## src/lppd_pkg.sv

```systemverilog
`timescale 1ns / 1ps
// ----------------------------------------------------------------------------
// lppd_pkg
// Shared constants and types for the length-prefixed packet deframer: header
// layout, phase and kind codes, per-channel parser state and the result word.
// ----------------------------------------------------------------------------
package lppd_pkg;

    localparam int NUM_CHANNELS_DEF = 16;
    localparam int HEADER_BYTES     = 10;
    localparam int MAGIC_BYTES      = 2;
    localparam int LEN_BYTES        = HEADER_BYTES - MAGIC_BYTES;
    localparam int LEN_W            = 8 * LEN_BYTES;
    localparam int HDR_CNT_W        = 4;
    localparam int CHAN_W           = 4;

    localparam int OUT_DEPTH = 4;
    localparam int OUT_AW    = $clog2(OUT_DEPTH);
    localparam int OCC_W     = $clog2(OUT_DEPTH + 1);

    localparam logic [1:0] PH_HEADER  = 2'd0;
    localparam logic [1:0] PH_OPCODE  = 2'd1;
    localparam logic [1:0] PH_MESSAGE = 2'd2;

    localparam logic [1:0] KIND_PAYLOAD  = 2'd0;
    localparam logic [1:0] KIND_EMPTY    = 2'd1;
    localparam logic [1:0] KIND_ZERO_LEN = 2'd2;

    // count holds the body length while the header arrives, then the number
    // of message bytes still expected
    typedef struct packed {
        logic [1:0]           phase;
        logic [HDR_CNT_W-1:0] hdr_cnt;
        logic [15:0]          magic;
        logic [LEN_W-1:0]     count;
        logic [7:0]           opcode;
    } lppd_state_t;

    typedef struct packed {
        logic [CHAN_W-1:0] out_channel;
        logic [15:0]       frame_magic;
        logic [7:0]        opcode;
        logic [7:0]        payload_byte;
        logic [1:0]        kind;
        logic              last;
    } lppd_result_t;

endpackage

```

## src/lppd_state_ram.sv

```systemverilog
`timescale 1ns / 1ps
// ----------------------------------------------------------------------------
// lppd_state_ram
// Per-channel parser state store: one write port, one read port with
// registered read data (old data on a same-address write).
// ----------------------------------------------------------------------------
module lppd_state_ram #(
    parameter int DEPTH = lppd_pkg::NUM_CHANNELS_DEF,
    parameter int AW    = 4
) (
    input  logic                  clk,
    input  logic                  wr_en,
    input  logic [AW-1:0]         wr_addr,
    input  lppd_pkg::lppd_state_t wr_data,
    input  logic                  rd_en,
    input  logic [AW-1:0]         rd_addr,
    output lppd_pkg::lppd_state_t rd_data
);
    import lppd_pkg::*;

    lppd_state_t mem [DEPTH];
    lppd_state_t rd_data_reg;

    always_ff @(posedge clk)
    begin
        if (wr_en)
        begin
            mem[wr_addr] <= wr_data;
        end
        if (rd_en)
        begin
            rd_data_reg <= mem[rd_addr];
        end
    end

    assign rd_data = rd_data_reg;

endmodule

```

## src/lppd_parse.sv

```systemverilog
`timescale 1ns / 1ps
// ----------------------------------------------------------------------------
// lppd_parse
// Next-state and result logic for one received byte of one channel: header
// collection, opcode capture and message byte reporting.
// ----------------------------------------------------------------------------
module lppd_parse (
    input  lppd_pkg::lppd_state_t       cur,
    input  logic [7:0]                  data_byte,
    input  logic [lppd_pkg::CHAN_W-1:0] channel,
    output lppd_pkg::lppd_state_t       nxt,
    output logic                        emit,
    output lppd_pkg::lppd_result_t      res
);
    import lppd_pkg::*;

    logic [LEN_W-1:0]     count_dec;
    logic [HDR_CNT_W-1:0] hdr_idx;
    logic [HDR_CNT_W-1:0] hdr_inc;

    assign count_dec = cur.count - LEN_W'(1);
    assign hdr_idx   = (cur.hdr_cnt >= HDR_CNT_W'(HEADER_BYTES)) ? '0 : cur.hdr_cnt;
    assign hdr_inc   = hdr_idx + HDR_CNT_W'(1);

    always_comb
    begin
        nxt              = cur;
        emit             = 1'b0;
        res.out_channel  = channel;
        res.frame_magic  = cur.magic;
        res.opcode       = cur.opcode;
        res.payload_byte = 8'd0;
        res.kind         = KIND_PAYLOAD;
        res.last         = 1'b0;

        case (cur.phase)
            PH_OPCODE:
            begin
                nxt.opcode = data_byte;
                nxt.count  = count_dec;
                if (count_dec == '0)
                begin
                    nxt.phase  = PH_HEADER;
                    emit       = 1'b1;
                    res.opcode = data_byte;
                    res.kind   = KIND_EMPTY;
                    res.last   = 1'b1;
                end
                else
                begin
                    nxt.phase = PH_MESSAGE;
                end
            end
            PH_MESSAGE:
            begin
                nxt.count        = count_dec;
                emit             = 1'b1;
                res.payload_byte = data_byte;
                if (count_dec == '0)
                begin
                    nxt.phase = PH_HEADER;
                    res.last  = 1'b1;
                end
            end
            default:
            begin
                nxt.phase = PH_HEADER;
                if (hdr_idx == HDR_CNT_W'(0))
                begin
                    nxt.magic[7:0] = data_byte;
                end
                if (hdr_idx == HDR_CNT_W'(1))
                begin
                    nxt.magic[15:8] = data_byte;
                end
                for (int j = 0; j < LEN_BYTES; j++)
                begin
                    if (hdr_idx == HDR_CNT_W'(j + MAGIC_BYTES))
                    begin
                        nxt.count[j*8 +: 8] = data_byte;
                    end
                end
                if (hdr_inc < HDR_CNT_W'(HEADER_BYTES))
                begin
                    nxt.hdr_cnt = hdr_inc;
                end
                else
                begin
                    nxt.hdr_cnt = '0;
                    if (nxt.count == '0)
                    begin
                        // zero body length: report and drop the header
                        emit            = 1'b1;
                        res.frame_magic = nxt.magic;
                        res.opcode      = 8'd0;
                        res.kind        = KIND_ZERO_LEN;
                        res.last        = 1'b1;
                    end
                    else
                    begin
                        nxt.phase = PH_OPCODE;
                    end
                end
            end
        endcase
    end

endmodule

```

## src/lppd_out_fifo.sv

```systemverilog
`timescale 1ns / 1ps
// ----------------------------------------------------------------------------
// lppd_out_fifo
// Small result queue between the parser stage and the output channel; the
// occupancy is fed back for input flow control.
// ----------------------------------------------------------------------------
module lppd_out_fifo (
    input  logic                         clk,
    input  logic                         rst_n,
    input  logic                         push,
    input  lppd_pkg::lppd_result_t       push_data,
    output logic                         pop_valid,
    input  logic                         pop_stall,
    output lppd_pkg::lppd_result_t       pop_data,
    output logic [lppd_pkg::OCC_W-1:0]   occ
);
    import lppd_pkg::*;

    lppd_result_t      buf_reg [OUT_DEPTH];
    logic [OUT_AW-1:0] wr_ptr_reg;
    logic [OUT_AW-1:0] rd_ptr_reg;
    logic [OCC_W-1:0]  cnt_reg;
    logic [OCC_W-1:0]  cnt_next;
    logic              pop;

    assign pop_valid = (cnt_reg != '0);
    assign pop       = pop_valid & ~pop_stall;
    assign pop_data  = buf_reg[rd_ptr_reg];
    assign occ       = cnt_reg;

    always_comb
    begin
        cnt_next = cnt_reg;
        if (push && !pop)
        begin
            cnt_next = cnt_reg + OCC_W'(1);
        end
        else if (!push && pop)
        begin
            cnt_next = cnt_reg - OCC_W'(1);
        end
    end

    always_ff @(posedge clk or negedge rst_n)
    begin
        if (!rst_n)
        begin
            wr_ptr_reg <= '0;
            rd_ptr_reg <= '0;
            cnt_reg    <= '0;
        end
        else
        begin
            cnt_reg <= cnt_next;
            if (push)
            begin
                wr_ptr_reg <= wr_ptr_reg + OUT_AW'(1);
            end
            if (pop)
            begin
                rd_ptr_reg <= rd_ptr_reg + OUT_AW'(1);
            end
        end
    end

    always_ff @(posedge clk)
    begin
        if (push)
        begin
            buf_reg[wr_ptr_reg] <= push_data;
        end
    end

endmodule

```

## src/length_prefixed_packet_deframer_core.sv

```systemverilog
`timescale 1ns / 1ps
// Path: an accepted byte is registered in the parser stage; its result is queued.
// Throughput: one byte per cycle on any mix of channels; the input stalls only
// during the reset clearing pass and when the four-entry result queue backs up
// behind a stalled output.
// Reset: a clearing pass over every channel address zeroes the per-channel
// state memory; the input is stalled until it ends.
// ----------------------------------------------------------------------------
// length_prefixed_packet_deframer_core
// Per-channel deframer: reads channel state, parses one byte, writes the state
// back and queues the message, empty-packet or zero-length result.
// ----------------------------------------------------------------------------
module length_prefixed_packet_deframer_core #(
    parameter int NUM_CHANNELS = lppd_pkg::NUM_CHANNELS_DEF
) (
    input  logic                        clk,
    input  logic                        rst_n,
    input  logic                        in_valid,
    output logic                        in_stall,
    input  logic [lppd_pkg::CHAN_W-1:0] channel,
    input  logic [7:0]                  data_byte,
    output logic                        out_valid,
    input  logic                        out_stall,
    output logic [lppd_pkg::CHAN_W-1:0] out_channel,
    output logic [15:0]                 frame_magic,
    output logic [7:0]                  opcode,
    output logic [7:0]                  payload_byte,
    output logic [1:0]                  kind,
    output logic                        last
);
    import lppd_pkg::*;

    localparam int CH_AW = (NUM_CHANNELS > 1) ? $clog2(NUM_CHANNELS) : 1;

    logic              in_acc;
    logic              in_range;
    logic              in_take;
    logic [CH_AW-1:0]  in_addr;

    logic              s1_valid_reg;
    logic [CH_AW-1:0]  s1_addr_reg;
    logic [CHAN_W-1:0] s1_chan_reg;
    logic [7:0]        s1_byte_reg;

    logic              byp_hit_reg;
    lppd_state_t       byp_state_reg;
    lppd_state_t       rd_state;
    lppd_state_t       cur_state;
    lppd_state_t       nxt_state;

    logic              clr_active_reg;
    logic [CH_AW-1:0]  clr_addr_reg;

    logic              wr_en;
    logic [CH_AW-1:0]  wr_addr;
    lppd_state_t       wr_data;

    logic              emit;
    logic              push;
    lppd_result_t      res;
    lppd_result_t      head;
    logic [OCC_W-1:0]  occ;

    assign in_acc   = in_valid & ~in_stall;
    assign in_range = (32'(channel) < NUM_CHANNELS);
    assign in_take  = in_acc & in_range;
    assign in_addr  = CH_AW'(channel);

    // hold the input while clearing or while the queue could overflow
    assign in_stall = clr_active_reg |
                      ((occ + OCC_W'(s1_valid_reg)) > OCC_W'(OUT_DEPTH - 2));

    always_ff @(posedge clk or negedge rst_n)
    begin
        if (!rst_n)
        begin
            s1_valid_reg   <= 1'b0;
            byp_hit_reg    <= 1'b0;
            clr_active_reg <= 1'b1;
            clr_addr_reg   <= '0;
        end
        else
        begin
            s1_valid_reg <= in_take;
            if (in_take)
            begin
                byp_hit_reg <= s1_valid_reg && (s1_addr_reg == in_addr);
            end
            if (clr_active_reg)
            begin
                if (clr_addr_reg == CH_AW'(NUM_CHANNELS - 1))
                begin
                    clr_active_reg <= 1'b0;
                end
                else
                begin
                    clr_addr_reg <= clr_addr_reg + CH_AW'(1);
                end
            end
        end
    end

    always_ff @(posedge clk)
    begin
        if (in_take)
        begin
            s1_addr_reg   <= in_addr;
            s1_chan_reg   <= channel;
            s1_byte_reg   <= data_byte;
            byp_state_reg <= nxt_state;
        end
    end

    assign wr_en   = clr_active_reg | s1_valid_reg;
    assign wr_addr = clr_active_reg ? clr_addr_reg : s1_addr_reg;
    assign wr_data = clr_active_reg ? lppd_state_t'('0) : nxt_state;

    lppd_state_ram #(
        .DEPTH (NUM_CHANNELS),
        .AW    (CH_AW)
    ) u_state_ram (
        .clk     (clk),
        .wr_en   (wr_en),
        .wr_addr (wr_addr),
        .wr_data (wr_data),
        .rd_en   (in_take),
        .rd_addr (in_addr),
        .rd_data (rd_state)
    );

    assign cur_state = byp_hit_reg ? byp_state_reg : rd_state;

    lppd_parse u_parse (
        .cur       (cur_state),
        .data_byte (s1_byte_reg),
        .channel   (s1_chan_reg),
        .nxt       (nxt_state),
        .emit      (emit),
        .res       (res)
    );

    assign push = s1_valid_reg & emit;

    lppd_out_fifo u_out_fifo (
        .clk       (clk),
        .rst_n     (rst_n),
        .push      (push),
        .push_data (res),
        .pop_valid (out_valid),
        .pop_stall (out_stall),
        .pop_data  (head),
        .occ       (occ)
    );

    assign out_channel  = head.out_channel;
    assign frame_magic  = head.frame_magic;
    assign opcode       = head.opcode;
    assign payload_byte = head.payload_byte;
    assign kind         = head.kind;
    assign last         = head.last;

    a_no_overflow: assert property (@(posedge clk) disable iff (!rst_n)
        push |-> (occ != OCC_W'(OUT_DEPTH)))
        else $error("result queue overflow");

    a_credit: assert property (@(posedge clk) disable iff (!rst_n)
        (occ + OCC_W'(s1_valid_reg)) <= OCC_W'(OUT_DEPTH - 1))
        else $error("queue occupancy plus stage exceeds capacity");

    a_clear_quiet: assert property (@(posedge clk) disable iff (!rst_n)
        clr_active_reg |-> !s1_valid_reg)
        else $error("parser stage busy during clearing pass");

    a_bypass_src: assert property (@(posedge clk) disable iff (!rst_n)
        (s1_valid_reg && byp_hit_reg && $past(in_take)) |-> $past(s1_valid_reg))
        else $error("state bypass without a preceding write");

endmodule

```

## config.mk

```make
export PLATFORM = sky130hd
export DESIGN_NAME = length_prefixed_packet_deframer_core
export DESIGN_NICKNAME = d
export VERILOG_FILES = /design/src/lppd_pkg.sv /design/src/lppd_state_ram.sv /design/src/lppd_parse.sv /design/src/lppd_out_fifo.sv /design/src/length_prefixed_packet_deframer_core.sv
export SDC_FILE = /design/constraint.sdc
export NUM_CORES = 2
export LEC_CHECK = 0
export BUFFER_PORTS_ARGS = -buffer_cell sky130_fd_sc_hd__buf_4
export CORE_AREA = 2 2 584 441
export CTS_BUF_LIST = sky130_fd_sc_hd__clkbuf_8
export CTS_CLUSTER_DIAMETER = 50
export DETAILED_ROUTE_END_ITERATION = 7
export DIE_AREA = 0 0 586 443
export GPL_TIMING_DRIVEN = 1
export RECOVER_POWER = 100
export SLEW_MARGIN = 20
export SYNTH_ARGS = -nofsm -noshare
export SYNTH_HDL_FRONTEND = slang
export SYNTH_HIERARCHICAL = 1
export SYNTH_SLANG_ARGS = --single-unit
```

## constraint.sdc

```tcl
create_clock -name clk -period 19.73 [get_ports clk]
set_clock_uncertainty 0.2 [all_clocks]
set_input_delay 0.9865 -clock clk [delete_from_list [all_inputs] [get_ports clk]]
set_output_delay 0.9865 -clock clk [all_outputs]
set_load 0.03 [all_outputs]
```

Yosys cells after proc, flatten, opt, wreduce, memory -nomap -nowiden --
Memory sizes are Yosys's and may differ from the RTL's. A register that Yosys moved wholly into a read port is not among the register bits. Cells that the tools add are included.
Cells by class: add/sub/neg operators 8, magnitude comparators 3, eq/ne operators 13, mux-type cells 54, bitwise logic cells 8, reduce and logical (&&, ||, !) cells 12
Operators with widths (count):
- 94-bit two-way mux | 2
- 8-bit two-way mux | 21
- 64-bit logical NOT | 2
- 64-bit two-way mux | 1
- 64-bit by 1-bit subtractor with 64-bit output (second input constant) | 1
- 24-bit two-way mux | 2
- 20-bit two-way mux | 1
- 4-bit by 3-bit equality test with 1-bit output (second input constant) | 4
- 16-bit two-way mux | 1
- 8-bit one-hot mux with 2 select lines | 1
- 4-bit equality test (second input constant) | 3
- 3-bit two-way mux | 4
- 4-bit two-way mux | 3
- 1-bit two-way mux | 10
- 4-bit by 1-bit adder with 4-bit output (second input constant) | 2
- 4-bit by 2-bit equality test with 1-bit output (second input constant) | 2
- 2-bit two-way mux | 4
- 2-bit one-hot mux with 2 select lines | 2
- 2-bit by 1-bit adder with 2-bit output (second input constant) | 2
- 4-bit by 1-bit equality test with 1-bit output (second input constant) | 1
- 4-bit equality test | 1
- 4-bit >= comparator (second input constant) | 1
- 4-bit logical NOT | 1
- 4-bit < comparator (second input constant) | 1
- other kinds (16) | 25
Word-level totals: register bits 120, RAM bits 1660, input bits 16, output and inout port bits 41, memories 2
Memories:
- u_state_ram.mem | words 16, bits a word 94, read ports 1, clocked after Yosys merged registers in 1, write ports 1, RTL line lppd_state_ram.sv:21 | lppd_state_t mem [DEPTH];
- u_out_fifo.buf_reg | words 4, bits a word 39, read ports 1, clocked after Yosys merged registers in 0, write ports 1, RTL line lppd_out_fifo.sv:19 | lppd_result_t buf_reg [OUT_DEPTH];

Longest topological paths before layout --
word-level depth 15, gate-level depth with buffers 25

By module --
Netlist, hierarchy kept.
By module, submodules not included:
- lppd_state_ram | instances 1, cells each 2408, area an instance 58934.0 um^2, seq. area each 47986.0 um^2
- lppd_out_fifo | instances 1, cells each 238, area an instance 6070.8 um^2, seq. area each 4859.7 um^2
- length_prefixed_packet_deframer_core | instances 1, cells each 355, area an instance 5652.9 um^2, seq. area each 3359.5 um^2
- lppd_parse | instances 1, cells each 882, area an instance 5147.4 um^2, seq. area each 0.0 um^2

Least setup slack after synthesis --
No wires, ideal clock.
path kind flip-flop to flip-flop, start point register u_out_fifo.cnt_reg[0] (netlist: u_out_fifo/occ[0]), end point register s1_valid_reg, library setup time 1511 ps, data arrival time 14599 ps, data required time 18019 ps, setup slack 3420 ps, stages on the path, launching flop included 5, buffers on the path 0, clock period less this slack 16310 ps, cell sequence dfrtp_1 -> ha_1 -> ha_1 -> xor2_1 -> nor3_1
On the way: word-level cells in the longest chain between the ends 5
Ends and longest elaborated chain:
- from (decl) | RTL line lppd_out_fifo.sv:22 | logic [OCC_W-1:0] cnt_reg;
- from (signal assigned) | RTL line lppd_out_fifo.sv:54 | cnt_reg <= cnt_next;
- 3-bit by 1-bit adder with 3-bit output | RTL line length_prefixed_packet_deframer_core.sv:71 | ((occ + OCC_W'(s1_valid_reg)) > OCC_W'(OUT_DEPTH - 2));
- 3-bit by 2-bit > comparator with 1-bit output | RTL line length_prefixed_packet_deframer_core.sv:71
- 1-bit OR | RTL line length_prefixed_packet_deframer_core.sv:70 | assign in_stall = clr_active_reg |
- 1-bit NOT | RTL line length_prefixed_packet_deframer_core.sv:64 | assign in_acc = in_valid & ~in_stall;
- 1-bit AND | RTL line length_prefixed_packet_deframer_core.sv:64
- net in_acc | RTL line length_prefixed_packet_deframer_core.sv:35 | logic in_acc;
- to (signal assigned) | RTL line length_prefixed_packet_deframer_core.sv:84 | s1_valid_reg <= in_take;
- to (decl) | RTL line length_prefixed_packet_deframer_core.sv:40 | logic s1_valid_reg;
The timed path passes the listed nets, and every way through them passes these cells. A chain may end at the register's enable or synchronous reset.

==> results.toml <==
[status]
status = "complete, but fails checks"
violations = "max-capacitance violations, max-slew violations"

[clock_tree]
cts_buffer_depth = 4
path_clk_slew_ns = 0.06
cts_buffers = 287
clock_sinks = 1874
clockRootBuffer = "clkbuf_8"
tritoncts = "yes"
post_cts_resized = 0
insertion_delay_ns = 0.92
htreeDepth = 5

[power_and_ir_drop]
p_leak_nw = 26.1
powerDensity_nw_per_um2 = 128
vdd.ir_drop.worst_mv = 0.0640

[detailed_routing]
drc_errors = 0
vias = 39300
routed_wirelength_mm = 200
wire_per_inst_um = 26.1
drtIter0Drc = 4911
drt-vias-per-instance = 5.12
dr.pass1.iters = 6
ant_nets = 0

[final_layout]
largest_register_ffs = 1504
drive_gt1_frac = 0.216
design_area_um2 = 84400
multi_input_area_um2 = 18100
utilization = 0.332
finalNetCount = 4079
fill_cells = 24300
layout.area.seq_um2 = 56200
final_common_cell = "edfxtp_1"
area_growth_pct = 11.4
final_cell_mix = "edfxtp_1, mux4_2, clkbuf_8, nand2_1, a22oi_1"

[yosys]
yosysTopAreaCell = "edfxtp_1"
yosysWarnings = 6
yosys.area_share.xor_xnor = 0.00404
synth_area_leaders = "edfxtp_1, mux4_2, a22oi_1"
synth_edf_count = 1860
muxShareOfSynthArea = 0.144
ys_seq_area_frac = 0.741
netlist.area_leader.share = 0.737
async_flop_share = 0.00747
ys_types = 88
syn-cell-area_um2 = 75800
synthAdderAreaFrac = 0.00290
avgSynthCellArea_um2 = 19.5
synth-compound-area-share = 0.0404
synthSimpleGateAreaFrac = 0.0483
ys.flop_type = "edfxtp_1"
syn_inst = 3883
ys_ff_latch = 1874
synthesis.nets = 3916
synth_top_family_by_area = "multiplexers"

[floorplanning]
start_util = 0.298
core.rowCount = 161
ios = 57
core_region_area_um2 = 255000
die_y_um = 443
die_w_um = 586
die-area_um2 = 260000

[critical_path]
worstPathRequired_ns = 19.96
critical_path_buf_inv_count = 1
crit_slowest_cell = "clkbuf_1"
critical_path.top_delay_family = "simple AND/OR/NAND/NOR gates"
start_kind = "flip-flop"
worstSetupEndpointType = "flip-flop"
arrival_ns = 13.52
path_cells = "clkbuf_1 > mux2_1 > or4_1 > nor4_1 > nand4_1 > nor3_1 > xnor2_1 > nor4_1 > nand4_1 > or2_0 > o21ai_0 > and2_0 > and2_0"
setup.worst_path.class = "flip-flop to flip-flop"
max_stage_delay_ns = 3.41
critPathMaxFanout = 59

[global_route]
antenna_found_initial = 11
grt_pass1_vias = 39300
grt_max_degree = 127
grt.total_usage = 0.151
grt-ovfl-total = 0
grt_pass1_wl_mm = 286

[sta]
max_freq_ghz = 0.0753
timing.slew.headroom = -4.55
finalCritPeriodShare = 0.673
hold_violations = 0
fin_setup_tns_ns = 0
setup_viol = 0
period_minus_slack_ns = 13.28
rsz0062_at_grt = "false"
worstMarginPinSlew_ns = 8.32
maxSlewViolCount = 2488

[placement]
placed_cell_area_um2 = 80100
port_buffers = 56
gp_congestion = 0.911
hpwlAfterDp_mm = 108

[flow_run]
cap_violations = 54

[worst_hold_path]
hold_class = "input port to flip-flop"
## worst register-to-register path, cell delays in order, from the launching register on
cell and delay, ns:
dfrtp_1 1.59, clkbuf_1 3.45, mux2_1 0.58, or4_1 0.71, nor4_1 0.64, nand4_1 0.48
nor3_1 0.47, xnor2_1 0.11, nor4_1 0.33, nand4_1 0.65, or2_0 0.49, o21ai_0 0.40
and2_0 0.41, and2_0 2.29
## stage by stage
step / cells / hold WS (ns) / setup slack (ns) / total power (W)
finish: 7667 / 0.171 / 6.45 / 0.0108
global route: 7667 / 0.130 / 5.81 / 0.0112
CTS: 7666 / 0.0397 / 12.19 / 0.0109
detailed placement: 7178 / 0.315 / 12.23 / 0.00793
global placement: 7177 / 0.315 / 12.25 / 0.00786
floorplan: 3883 / 0.280 / 3.42 / 0.00709
## final cells by class
class	count	share of cell area
Sequential cell	1874	0.666
Multi-Input combinational cell	1723	0.215
Tap cell	3423	0.0507
Antenna cell	1	0.0000296
Clock inverter	194	0.0118
Clock buffer	292	0.0476
Inverter	33	0.00147
Timing Repair Buffer	127	0.00800
## worst paths after layout
kind                            cells past startpoint              start                   endpoint  slack, ns
worst min register to register                      1  u_out_fifo/occ[2]          u_out_fifo/occ[2]       0.33
worst max-delay path                               13        byp_hit_reg  u_out_fifo/buf_reg[3][24]       6.45
worst min-delay path                                3          out_stall   u_out_fifo/rd_ptr_reg[1]       0.17
min in group asynchronous                           2              rst_n   u_out_fifo/rd_ptr_reg[1]       0.66
max in group asynchronous                           2              rst_n   u_out_fifo/rd_ptr_reg[0]      17.86
worst max register to register                     13        byp_hit_reg  u_out_fifo/buf_reg[3][24]       6.45
## timing repair
item / in CTS / in global routing
setup buffers: 0 / 0
hold buffers: 2 / 0
endpoints found under the hold margin: 15 / 0
## per-layer routing
metal,vias up,GRT usage,wire length (um)
met5,-,0,32
met4,4,0.0379,4120
met1,20900,0.226,90800
met2,1757,0.219,88100
met3,288,0.0359,16800
li1,16300,-,-
## power by group
| part | internal (W) | total, W | leakage, nW | switching, W |
|---|---|---|---|---|
| sequential | 0.00545 | 0.00554 | 17.0 | 0.0000857 |
| combinational | 0.000571 | 0.00231 | 6.27 | 0.00174 |
| clock | 0.00145 | 0.00293 | 2.83 | 0.00149 |
| total | 0.00747 | 0.0108 | 26.1 | 0.00331 |
## synthesized netlist by cell type (6+ instances only)
library cell and number:
edfxtp_1 1860, mux4_2 414, nand2_1 197, a22oi_1 196, clkbuf_1 139, nor2_1 108
nor2b_1 102, o21ai_0 70, mux2_2 69, buf_2 50, mux2_4 50, nor3_1 50
a21oi_1 49, nor4_1 44, nand3_1 36, inv_1 30, buf_1 28, and2_1 23
xnor2_1 20, and3_1 19, or4_1 19, buf_4 17, nand4_1 17, ha_1 16
xor2_1 15, or3_1 14, dfrtp_1 13, a211oi_1 11, a31oi_1 11, nand2b_1 10
o21a_1 10, buf_12 9, buf_6 9, or2_2 9, and4_1 8, o21ai_2 8
o2bb2a_2 8, a311oi_1 7, nor3b_1 6, o22ai_1 6, o31ai_1 6
## cells by family after synthesis
logic type | after synthesis
xor gates and xnor gates | 35
buffers and inverters | 286
AOI/OAI and AO/OA | 435
DFF | 1874
adders and majority gates | 17
and+or+nand+nor | 697
muxes | 539
Power figures use the tool's default switching activity.
